[src/rtl/hlxfr_pkg.sv]
// Shared types and constants for the length-prefixed XOR frame receiver.
// No dependencies; every other file in rtl imports this package.
package hlxfr_pkg;

    localparam logic [7:0] CHR_U     = 8'h55;
    localparam logic [7:0] CHR_N     = 8'h4E;
    localparam logic [7:0] CHR_E     = 8'h45;
    localparam logic [7:0] CHR_R     = 8'h52;
    localparam logic [7:0] CHR_COLON = 8'h3A;

    // XOR of the four header bytes and the token, folded in at frame start.
    localparam logic [7:0] CHECK_SEED = CHR_U ^ CHR_N ^ CHR_E ^ CHR_R ^ CHR_COLON;

    localparam logic [7:0] TIMEOUT_RESET = 8'd5;

    typedef enum logic [1:0] {
        KIND_START = 2'd0,
        KIND_DATA  = 2'd1,
        KIND_GOOD  = 2'd2,
        KIND_BAD   = 2'd3
    } t_kind;

    typedef enum logic [6:0] {
        ST_HUNT    = 7'b0000001,
        ST_H1      = 7'b0000010,
        ST_H2      = 7'b0000100,
        ST_H3      = 7'b0001000,
        ST_LEN     = 7'b0010000,
        ST_TOKEN   = 7'b0100000,
        ST_PAYLOAD = 7'b1000000
    } t_state;

    typedef struct packed {
        logic        has;
        t_kind       kind;
        logic [7:0]  value;
        logic [7:0]  position;
    } t_result;

endpackage

[src/rtl/hlxfr_parse.sv]
// Frame parser: header hunt, length and token checks, payload and XOR check.
// Depends on hlxfr_pkg. Holds all parser state; the result it gives is combinational.
module hlxfr_parse (
    input  logic             i_clk,
    input  logic             i_rst_n,
    input  logic             i_fire,
    input  logic             i_cmd,
    input  logic [7:0]       i_byte,
    input  logic [7:0]       i_reload,
    output hlxfr_pkg::t_result o_res
);
    import hlxfr_pkg::*;

    t_state     r_state, n_state;
    logic [7:0] r_left, n_left;
    logic [7:0] r_check, n_check;
    logic [7:0] r_pos, n_pos;
    logic [7:0] r_tmo, n_tmo;
    logic       is_u;

    assign is_u = (i_byte == CHR_U);

    always_comb begin
        n_state = r_state;
        n_left  = r_left;
        n_check = r_check;
        n_pos   = r_pos;
        n_tmo   = r_tmo;
        o_res   = '{has: 1'b0, kind: KIND_START, value: 8'd0, position: 8'd0};

        if (i_cmd) begin
            if (r_tmo != 8'd0) begin
                n_tmo = r_tmo - 8'd1;
            end else begin
                n_state = ST_HUNT;
            end
        end else begin
            n_tmo = i_reload;
            unique case (r_state)
                ST_H1, ST_H2, ST_H3, ST_HUNT: begin
                    if (r_state == ST_H1 && i_byte == CHR_N) begin
                        n_state = ST_H2;
                    end else if (r_state == ST_H2 && i_byte == CHR_E) begin
                        n_state = ST_H3;
                    end else if (r_state == ST_H3 && i_byte == CHR_R) begin
                        n_state = ST_LEN;
                    end else begin
                        // A mismatch is looked at again as a possible first header byte.
                        n_state = is_u ? ST_H1 : ST_HUNT;
                        if (is_u) begin
                            n_check = 8'd0;
                        end
                    end
                end
                ST_LEN: begin
                    n_left  = i_byte;
                    n_state = ST_TOKEN;
                end
                ST_TOKEN: begin
                    if (i_byte != CHR_COLON) begin
                        n_state = is_u ? ST_H1 : ST_HUNT;
                        if (is_u) begin
                            n_check = 8'd0;
                        end
                    end else if (r_left == 8'd0) begin
                        n_state = ST_HUNT;
                        o_res   = '{has: 1'b1, kind: KIND_BAD, value: 8'd0, position: 8'd0};
                    end else begin
                        n_check = CHECK_SEED ^ r_left;
                        n_pos   = 8'd1;
                        n_state = ST_PAYLOAD;
                        o_res   = '{has: 1'b1, kind: KIND_START, value: r_left,
                                    position: 8'd0};
                    end
                end
                ST_PAYLOAD: begin
                    if (r_left > 8'd1) begin
                        n_check = r_check ^ i_byte;
                        n_pos   = r_pos + 8'd1;
                        n_left  = r_left - 8'd1;
                        o_res   = '{has: 1'b1, kind: KIND_DATA, value: i_byte,
                                    position: r_pos};
                    end else begin
                        n_left  = 8'd0;
                        n_state = ST_HUNT;
                        o_res   = '{has: 1'b1,
                                    kind: (r_check == i_byte) ? KIND_GOOD : KIND_BAD,
                                    value: i_byte, position: 8'd0};
                    end
                end
                default: begin
                    n_state = ST_HUNT;
                end
            endcase
        end
    end

    always_ff @(posedge i_clk) begin
        if (!i_rst_n) begin
            r_state <= ST_HUNT;
            r_left  <= 8'd0;
            r_check <= 8'd0;
            r_pos   <= 8'd0;
            r_tmo   <= 8'd0;
        end else if (i_fire) begin
            r_state <= n_state;
            r_left  <= n_left;
            r_check <= n_check;
            r_pos   <= n_pos;
            r_tmo   <= n_tmo;
        end
    end

endmodule

[src/rtl/hlxfr_outreg.sv]
// Result register with valid/stall handshake toward the consumer.
// Depends on hlxfr_pkg for the result struct.
module hlxfr_outreg (
    input  logic               i_clk,
    input  logic               i_rst_n,
    input  logic               i_load,
    input  hlxfr_pkg::t_result i_res,
    input  logic               i_stall,
    output logic               o_free,
    output logic               o_valid,
    output hlxfr_pkg::t_result o_res
);
    import hlxfr_pkg::*;

    logic    r_valid, n_valid;
    t_result r_res;

    // The register can take a new result when empty or when its content leaves now.
    assign o_free = !r_valid || !i_stall;

    always_comb begin
        n_valid = r_valid;
        if (i_load) begin
            n_valid = 1'b1;
        end else if (r_valid && !i_stall) begin
            n_valid = 1'b0;
        end
    end

    always_ff @(posedge i_clk) begin
        if (!i_rst_n) begin
            r_valid <= 1'b0;
        end else begin
            r_valid <= n_valid;
        end
    end

    always_ff @(posedge i_clk) begin
        if (i_load) begin
            r_res <= i_res;
        end
    end

    assign o_valid = r_valid;
    assign o_res   = r_res;

endmodule

[src/rtl/header_length_xor_frame_receiver.sv]
// Top level of the length-prefixed frame receiver with XOR check.
// Depends on hlxfr_pkg, hlxfr_parse and hlxfr_outreg.
//
// Usage: the input channel (i_in_valid, o_in_stall, i_cmd, i_rx_byte) carries
// either a received byte (i_cmd low) or a timer tick (i_cmd high). A transfer
// happens at a rising edge where valid is high and stall is low. The parser
// hunts for the header "UNER", takes a length byte and a ':' token, and then
// reports frame start, each payload byte with its position, and finally frame
// good or frame bad on the output channel (o_out_valid, i_out_stall, o_kind,
// o_value, o_position). Ticks count down a timeout that every byte reloads
// from the configuration register; a tick at zero drops back to the hunt.
// Timing: an input transfer is held in the input register, and its result is
// loaded into the result register when the item advances, so o_out_valid
// rises once the result is registered, and the result leaves at the edge where
// i_out_stall is low. Throughput is one item per cycle while no stall holds the
// flow, set by the single pass of parser logic between the two registers.
// When the receiver stalls, a waiting result holds; items that produce no result
// still flow, and the input stalls only once an item with a result finds the result
// register full. Reset (synchronous, active low) empties both registers, returns
// the parser to the hunt and sets the timeout reload to 5. i_cfg_wr_en/i_cfg_wr_data
// write the reload, which the user must do only while idle; the block does not check.
module header_length_xor_frame_receiver (
    input  logic       i_clk,
    input  logic       i_rst_n,
    input  logic       i_cfg_wr_en,
    input  logic [7:0] i_cfg_wr_data,
    input  logic       i_in_valid,
    output logic       o_in_stall,
    input  logic       i_cmd,
    input  logic [7:0] i_rx_byte,
    output logic       o_out_valid,
    input  logic       i_out_stall,
    output logic [1:0] o_kind,
    output logic [7:0] o_value,
    output logic [7:0] o_position
);
    import hlxfr_pkg::*;

    logic [7:0] r_timeout_reload;
    logic       r_in_valid, n_in_valid;
    logic       r_cmd;
    logic [7:0] r_byte;
    logic       in_accept;
    logic       advance;
    logic       out_free;
    t_result    parse_res;
    t_result    out_res;

    // An item in the input register moves on when it makes no result, or when
    // the result register can take what it makes.
    assign advance    = r_in_valid && (!parse_res.has || out_free);
    assign o_in_stall = r_in_valid && !advance;
    assign in_accept  = i_in_valid && !o_in_stall;

    always_comb begin
        n_in_valid = r_in_valid;
        if (in_accept) begin
            n_in_valid = 1'b1;
        end else if (advance) begin
            n_in_valid = 1'b0;
        end
    end

    always_ff @(posedge i_clk) begin
        if (!i_rst_n) begin
            r_in_valid       <= 1'b0;
            r_timeout_reload <= TIMEOUT_RESET;
        end else begin
            r_in_valid <= n_in_valid;
            if (i_cfg_wr_en) begin
                r_timeout_reload <= i_cfg_wr_data;
            end
        end
    end

    always_ff @(posedge i_clk) begin
        if (in_accept) begin
            r_cmd  <= i_cmd;
            r_byte <= i_rx_byte;
        end
    end

    hlxfr_parse u_parse (
        .i_clk    (i_clk),
        .i_rst_n  (i_rst_n),
        .i_fire   (advance),
        .i_cmd    (r_cmd),
        .i_byte   (r_byte),
        .i_reload (r_timeout_reload),
        .o_res    (parse_res)
    );

    hlxfr_outreg u_outreg (
        .i_clk   (i_clk),
        .i_rst_n (i_rst_n),
        .i_load  (advance && parse_res.has),
        .i_res   (parse_res),
        .i_stall (i_out_stall),
        .o_free  (out_free),
        .o_valid (o_out_valid),
        .o_res   (out_res)
    );

    assign o_kind     = out_res.kind;
    assign o_value    = out_res.value;
    assign o_position = out_res.position;

endmodule
[config.mk]
export PLATFORM = sky130hd
export DESIGN_NAME = header_length_xor_frame_receiver
export DESIGN_NICKNAME = d
export VERILOG_FILES = /design/src/rtl/hlxfr_pkg.sv /design/src/rtl/hlxfr_parse.sv /design/src/rtl/hlxfr_outreg.sv /design/src/rtl/header_length_xor_frame_receiver.sv
export SDC_FILE = /design/constraint.sdc
export NUM_CORES = 1
export LEC_CHECK = 0
export BUFFER_PORTS_ARGS = -buffer_cell sky130_fd_sc_hd__buf_4
export CELL_PAD_IN_SITES_DETAIL_PLACEMENT = 1
export CELL_PAD_IN_SITES_GLOBAL_PLACEMENT = 1
export CORE_MARGIN = 3
export CORE_UTILIZATION = 25
export DETAILED_ROUTE_END_ITERATION = 12
export GPL_ROUTABILITY_DRIVEN = 0
export PLACE_DENSITY = 0.52
export SLEW_MARGIN = 30
export SYNTH_ARGS = -nofsm -noshare
export SYNTH_HDL_FRONTEND = slang
export SYNTH_HIERARCHICAL = 1
export SYNTH_SLANG_ARGS = --single-unit
[constraint.sdc]
create_clock -name i_clk -period 3.2 [get_ports i_clk]
set_input_delay 0.96 -clock i_clk [delete_from_list [all_inputs] [get_ports i_clk]]
set_output_delay 0.96 -clock i_clk [all_outputs]
set_load 0.005 [all_outputs]
==> results of run 1 <==
## layout make-up
| cell class | count | area share |
|---|---|---|
| well taps | 211 | 0.0541 |
| flip-flops and latches | 76 | 0.367 |
| repair buffers | 51 | 0.0784 |
| multi-input cells | 316 | 0.434 |
| clock inverters | 5 | 0.0110 |
| inverters | 12 | 0.00922 |
| clock buffers | 10 | 0.0469 |
## state kept, by name, indices dropped and copies added (netlist names)
name and cells:
u_parse/r_tmo 8, r_cmd 1, u_outreg/o_res 18, r_timeout_reload 8
r_byte 8, u_outreg/o_valid 1, u_parse/r_pos 8, u_parse/r_check 8
u_parse/r_state 7, u_parse/r_left 8, r_in_valid 1
## per-layer routing
metal	vias up	part of all wire	wire [um]
met5	-	0	0
met4	0	0.018	212
met3	14	0.043	508
met2	70	0.48	5740
met1	1661	0.46	5420
li1	1648	-	-
## critical path, stage by stage, from the launching register on
cell and delay, ps:
dfxtp_1 480, nor3_2 430, nand4b_4 140, a21oi_1 250, and3b_1 250, buf_4 130
## worst paths after layout
path,start,cells past startpoint,to
setup / recovery,u_parse/r_state[0]$_SDFFE_PN1P_,5,o_in_stall
hold reg to reg,r_timeout_reload[2]$_SDFFE_PN1P_,2,r_timeout_reload[2]$_SDFFE_PN1P_
setup reg to reg,u_parse/r_state[0]$_SDFFE_PN1P_,9,u_parse/r_check[2]$_SDFFE_PN0P_
hold / removal,r_timeout_reload[2]$_SDFFE_PN1P_,2,r_timeout_reload[2]$_SDFFE_PN1P_
## power breakdown
part	internal (mW)	total (mW)	switching (mW)
combinational	0.0892	0.198	0.109
clock	0.596	0.997	0.401
sequential	1.02	1.05	0.0300
## stage by stage
stage / std cells / cell area [um2]
global route: 681 / 4880
finish: 681 / 4880
floorplan: 428 / 4060
global placement: 666 / 4590
CTS: 681 / 4880
detailed placement: 666 / 4590
## repair_timing
action | 4_1_cts | 5_1_grt
hold buffers | 0 | 0
setup endpoints to repair | 0 | 1
gates resized for setup | 0 | 1
buffers inserted | 0 | 0
==> metrics.md, run 1 <==
| Metric | Value |
|---|---|
| Clock transition at path regs | 60 ps |
| Power density over the cells | 460 nW/um2 |
| Max Root-Sink Buffers | 2 |
| Hpwl dp | 8600 um |
| Slew @ Worst Pin | 737 ps |
| Setup TNS | 0 ps |
| Crit share post-route | 0.931 |
| Outcome | complete, no violations |
| FILL cells | 1,809 |
| Gate Count Post-Synth | 428 |
| Clock skew | 8.88 ps |
| LEAKAGE | 1.82 nW |
| Critical Path Start Type | flop |
| Worst setup margin | 220 ps |
| DRC viols | 0 |
| Mapped Nets | 455 |
| CP Max Fanout | 15 |
| Gr busiest metal | met2 |
| Die extent in y | 133 um |
| Max_cap viols | 0 |
| Max VDD drop | 0.348 mV |
| Worst Setup Path Type | flop to output pin |
| Clk sinks | 76 |
| Avg Synthesized Cell Area | 9.49 um2 |
| CTS tree | done |
| Multi-input logic area | 2120 um2 |
| Worst relative slew slack | 0.506 |
| Layout area overhead | 20.3% |
| Routed WL per cell | 17.4 um |
| Synth warnings | 6 |
| Most frequent cells in the layout | buf_4 (51), dfxtp_1 (49), nand2_1 (43), nor2_1 (28), edfxtp_1 (27) |
| Die width | 133 um |
| Synthesized area | 4060 um2 |
| DR pass1 iterations | 4 |
| Largest net degree at the start of global routing | 35 |
| FF+latch area | 1790 um2 |
| Routed wire length | 11,900 um |
| PortBufs | 41 |
| R2R Setup Slk | 650 ps |
| Top Ports | 42 |
| Commonest non-fill, non-tap cell in the layout | buf_4 |
| Critical Path Sink Type | output pin |
| CTS Buf Count | 9 |
| First-pass GRT wire length | 19,200 um |
| Max Slew Vio Count | 0 |
| DIE AREA | 17,800 um2 |
| Pre-CTS WS | 525 ps |
| DR vias | 3,393 |
| Number of cell rows | 45 |
| Met1 usage | 0.174 |
| Pwr Total | 2.25 mW |
| GRT Residual Overflow | 0 |
| RSZ-0062 raised after global routing | no |
| Antenna cell count | 0 |
| DR iter-0 viols | 180 |
| CORE AREA | 15,500 um2 |
| Final nets | 493 |
| Vias per cell | 4.98 |
| Path category of the worst min-delay check | flop to flop |
| Later-pin clock latency in the skew report | 340 ps |
| Initial Util | 0.261 |
| Final setup viols | 0 |
| Final min period | 2980 ps |
| Share of layout cells above drive strength 1 | 0.177 |
| Worst path arrival time | 2020 ps |
| Total GRT Usage | 0.136 |
| Detail Route Antenna Nets | 0 |
| Max Fclk | 336 MHz |
| Initial antenna violation count | 0 |
| Vias in the first global route | 3,482 |
| Final hold violations | 0 |
| Final Util | 0.314 |
| Req. time, crit path | 2240 ps |
| H-tree Lvls | 3 |
| Clock root cell | clkbuf_16 |
| Worst hold margin | 477 ps |
| M3 GR Usage | 0.0332 |
| Met2 GRT Util | 0.227 |
Power figures use the tool's default switching activity.
==> run 2, diff against run 1 <==
--- a/config.mk
+++ b/config.mk
@@ -12,7 +12,7 @@
 export CORE_UTILIZATION = 25
 export DETAILED_ROUTE_END_ITERATION = 12
 export GPL_ROUTABILITY_DRIVEN = 0
-export PLACE_DENSITY = 0.52
+export PLACE_DENSITY = 0.54
 export SLEW_MARGIN = 30
 export SYNTH_ARGS = -nofsm -noshare
 export SYNTH_HDL_FRONTEND = slang
==> constraint.sdc (replaced) <==
create_clock -name i_clk -period 2.6 [get_ports i_clk]
set_input_delay 0.78 -clock i_clk [delete_from_list [all_inputs] [get_ports i_clk]]
set_output_delay 0.78 -clock i_clk [all_outputs]
set_load 0.005 [all_outputs]
==> metrics.md, run 2 (synthesized netlist as in run 1, its figures left out) <==
| Metric | Value |
|---|---|
| Later-pin clock latency in the skew report | 340 ps |
| Max Slew Vio Count | 0 |
| Top Ports | 42 |
| Antenna cell count | 0 |
| CTS tree | done |
| CORE AREA | 15,500 um2 |
| Largest net degree at the start of global routing | 35 |
| Pwr Total | 2.94 mW |
| PortBufs | 41 |
| Max Root-Sink Buffers | 2 |
| DR vias | 3,487 |
| Slowest stage delay, CP | 370 ps |
| Outcome | complete, no violations |
| Total GRT Usage | 0.139 |
| Routed WL per cell | 17.1 um |
| First-pass GRT wire length | 19,300 um |
| M3 GR Usage | 0.0461 |
| Max Fclk | 393 MHz |
| Worst hold path depth | 2 |
| Final nets | 515 |
| Most frequent cells in the layout | buf_4 (73), dfxtp_1 (44), nand2_1 (43), edfxtp_1 (27), nor2_1 (27) |
| Vias in the first global route | 3,488 |
| Crit share post-route | 0.980 |
| Hpwl dp | 8730 um |
| DIE AREA | 17,800 um2 |
| Worst relative slew slack | 0.406 |
| DRC viols | 0 |
| Met1 usage | 0.172 |
| Post-CTS Hold Buffers | 0 |
| CTS Buf Count | 9 |
| Worst Setup Path Type | flop to output pin |
| R2r worst-path depth | 6 |
| Max VDD drop | 0.378 mV |
| Commonest non-fill, non-tap cell in the layout | buf_4 |
| H-tree Lvls | 3 |
| Clk sinks | 76 |
| Max_cap viols | 0 |
| Initial Util | 0.261 |
| Req. time, crit path | 1820 ps |
| DR iter-0 viols | 216 |
| DR pass1 iterations | 7 |
| Share of layout cells above drive strength 1 | 0.231 |
| Dpl cells | 684 |
| Clock transition at path regs | 60 ps |
| Max FFs per register | 18 |
| Path category of the worst min-delay check | flop to flop |
| Slew @ Worst Pin | 889 ps |
| Final setup viols | 0 |
| HP Start | r_timeout_reload[2]$_SDFFE_PN1P_ |
| CP dominant cell by count | buf_4 |
| Initial antenna violation count | 0 |
| RSZ-0062 raised after global routing | yes |
| Worst Hold Path EP | r_timeout_reload[2]$_SDFFE_PN1P_ |
| Gr busiest metal | met2 |
| Final hold violations | 0 |
| Worst R2R Start | u_parse/r_state[4]$_SDFFE_PN0P_ |
| Clock root cell | clkbuf_16 |
| R2R Setup Slk | 250 ps |
| Cell breakdown of the critical path | nor4b_4, nand4_4, a21oi_2, buf_4, and3b_1, buf_4 |
| Met2 GRT Util | 0.229 |
| Slowest CP cell | nor4b_4 |
| Worst reg2reg path endpoint | u_parse/r_pos[4]$_SDFFE_PN0P_ |
| GRT Residual Overflow | 0 |
| Final min period | 2550 ps |
| Finished Layout Cells | 704 |
| LEAKAGE | 1.97 nW |
| Detail Route Antenna Nets | 0 |
| Layout area overhead | 26.0% |
| Clock skew | 5.86 ps |
| Number of cell rows | 45 |
| Vias per cell | 4.95 |
| Routed wire length | 12,000 um |
| Die width | 133 um |
| Critical Path Sink Type | output pin |
| Worst hold margin | 469 ps |
| Power density over the cells | 575 nW/um2 |
| Final Util | 0.329 |
| Critical Path Start Type | flop |
| CP Max Fanout | 5 |
| Worst path arrival time | 1770 ps |
| Die extent in y | 133 um |
-- run 2: cell count changes in the layout (fill, tap and decap cells not counted), sizes merged --
cell,delta
clkbuf,+2
clkinv,-1
bufinv,+1
buf,+22
clkinvlp,-1
-- run 2: worst max path at each step --
stage | cells past startpoint | end | from | slack, ps
floorplan | 10 | u_parse/r_pos[7]$_SDFFE_PN0P_ | u_parse/r_state[4]$_SDFFE_PN0P_ | 70
global placement | 9 | u_parse/r_check[3]$_SDFFE_PN0P_ | i_out_stall | 200
detailed placement | 9 | u_parse/r_check[4]$_SDFFE_PN0P_ | i_out_stall | 100
CTS | 6 | o_in_stall | u_parse/r_state[6]$_SDFFE_PN0P_ | 2
global route | 6 | o_in_stall | u_parse/r_state[4]$_SDFFE_PN0P_ | -60
finish | 6 | o_in_stall | u_parse/r_state[4]$_SDFFE_PN0P_ | 50
-- run 2: critical path: cells and delay by family, from the launching register on --
family          cells  cell delay [ps]
compound gates      1              140
buf+inv             2              260
flops               1              350
simple gates        3              690
-- run 2: area by class of cell --
cell class              count  area (um2)
fillers                  1816       10400
repair buffers             73         548
clock buffers              12         256
multi-input cells         316        2130
well taps                 211         264
clock inverters             4        72.6
inverters                  12        45.0
flip-flops and latches     76        1800
-- run 2: repair_timing --
item                       4_1_cts  5_1_grt
setup endpoints to repair        1        1
gates resized for setup          3        6
setup buffers                    4        0
pin swaps                        3        0
-- run 2: where the power goes --
group,switching (mW),internal (mW),leakage [nW]
combinational,0.157,0.122,1.11
clock,0.495,0.891,0.159
sequential,0.0208,1.26,0.697
-- run 2: metrics by stage --
stage	setup TNS, ps	setup WS [ps]	cell area, um2
CTS	0	2.32	5100
global placement	0	198	4740
floorplan	0	65.8	4070
detailed placement	0	105	4740
finish	0	52.5	5120
global route	-62.3	-62.3	5120
-- run 2: routing by layer --
| layer | routed length (um) | up-vias |
|---|---|---|
| met2 | 5820 | 59 |
| li1 | - | 1705 |
| met1 | 5540 | 1708 |
| met4 | 182 | 0 |
| met5 | 0 | - |
| met3 | 469 | 15 |
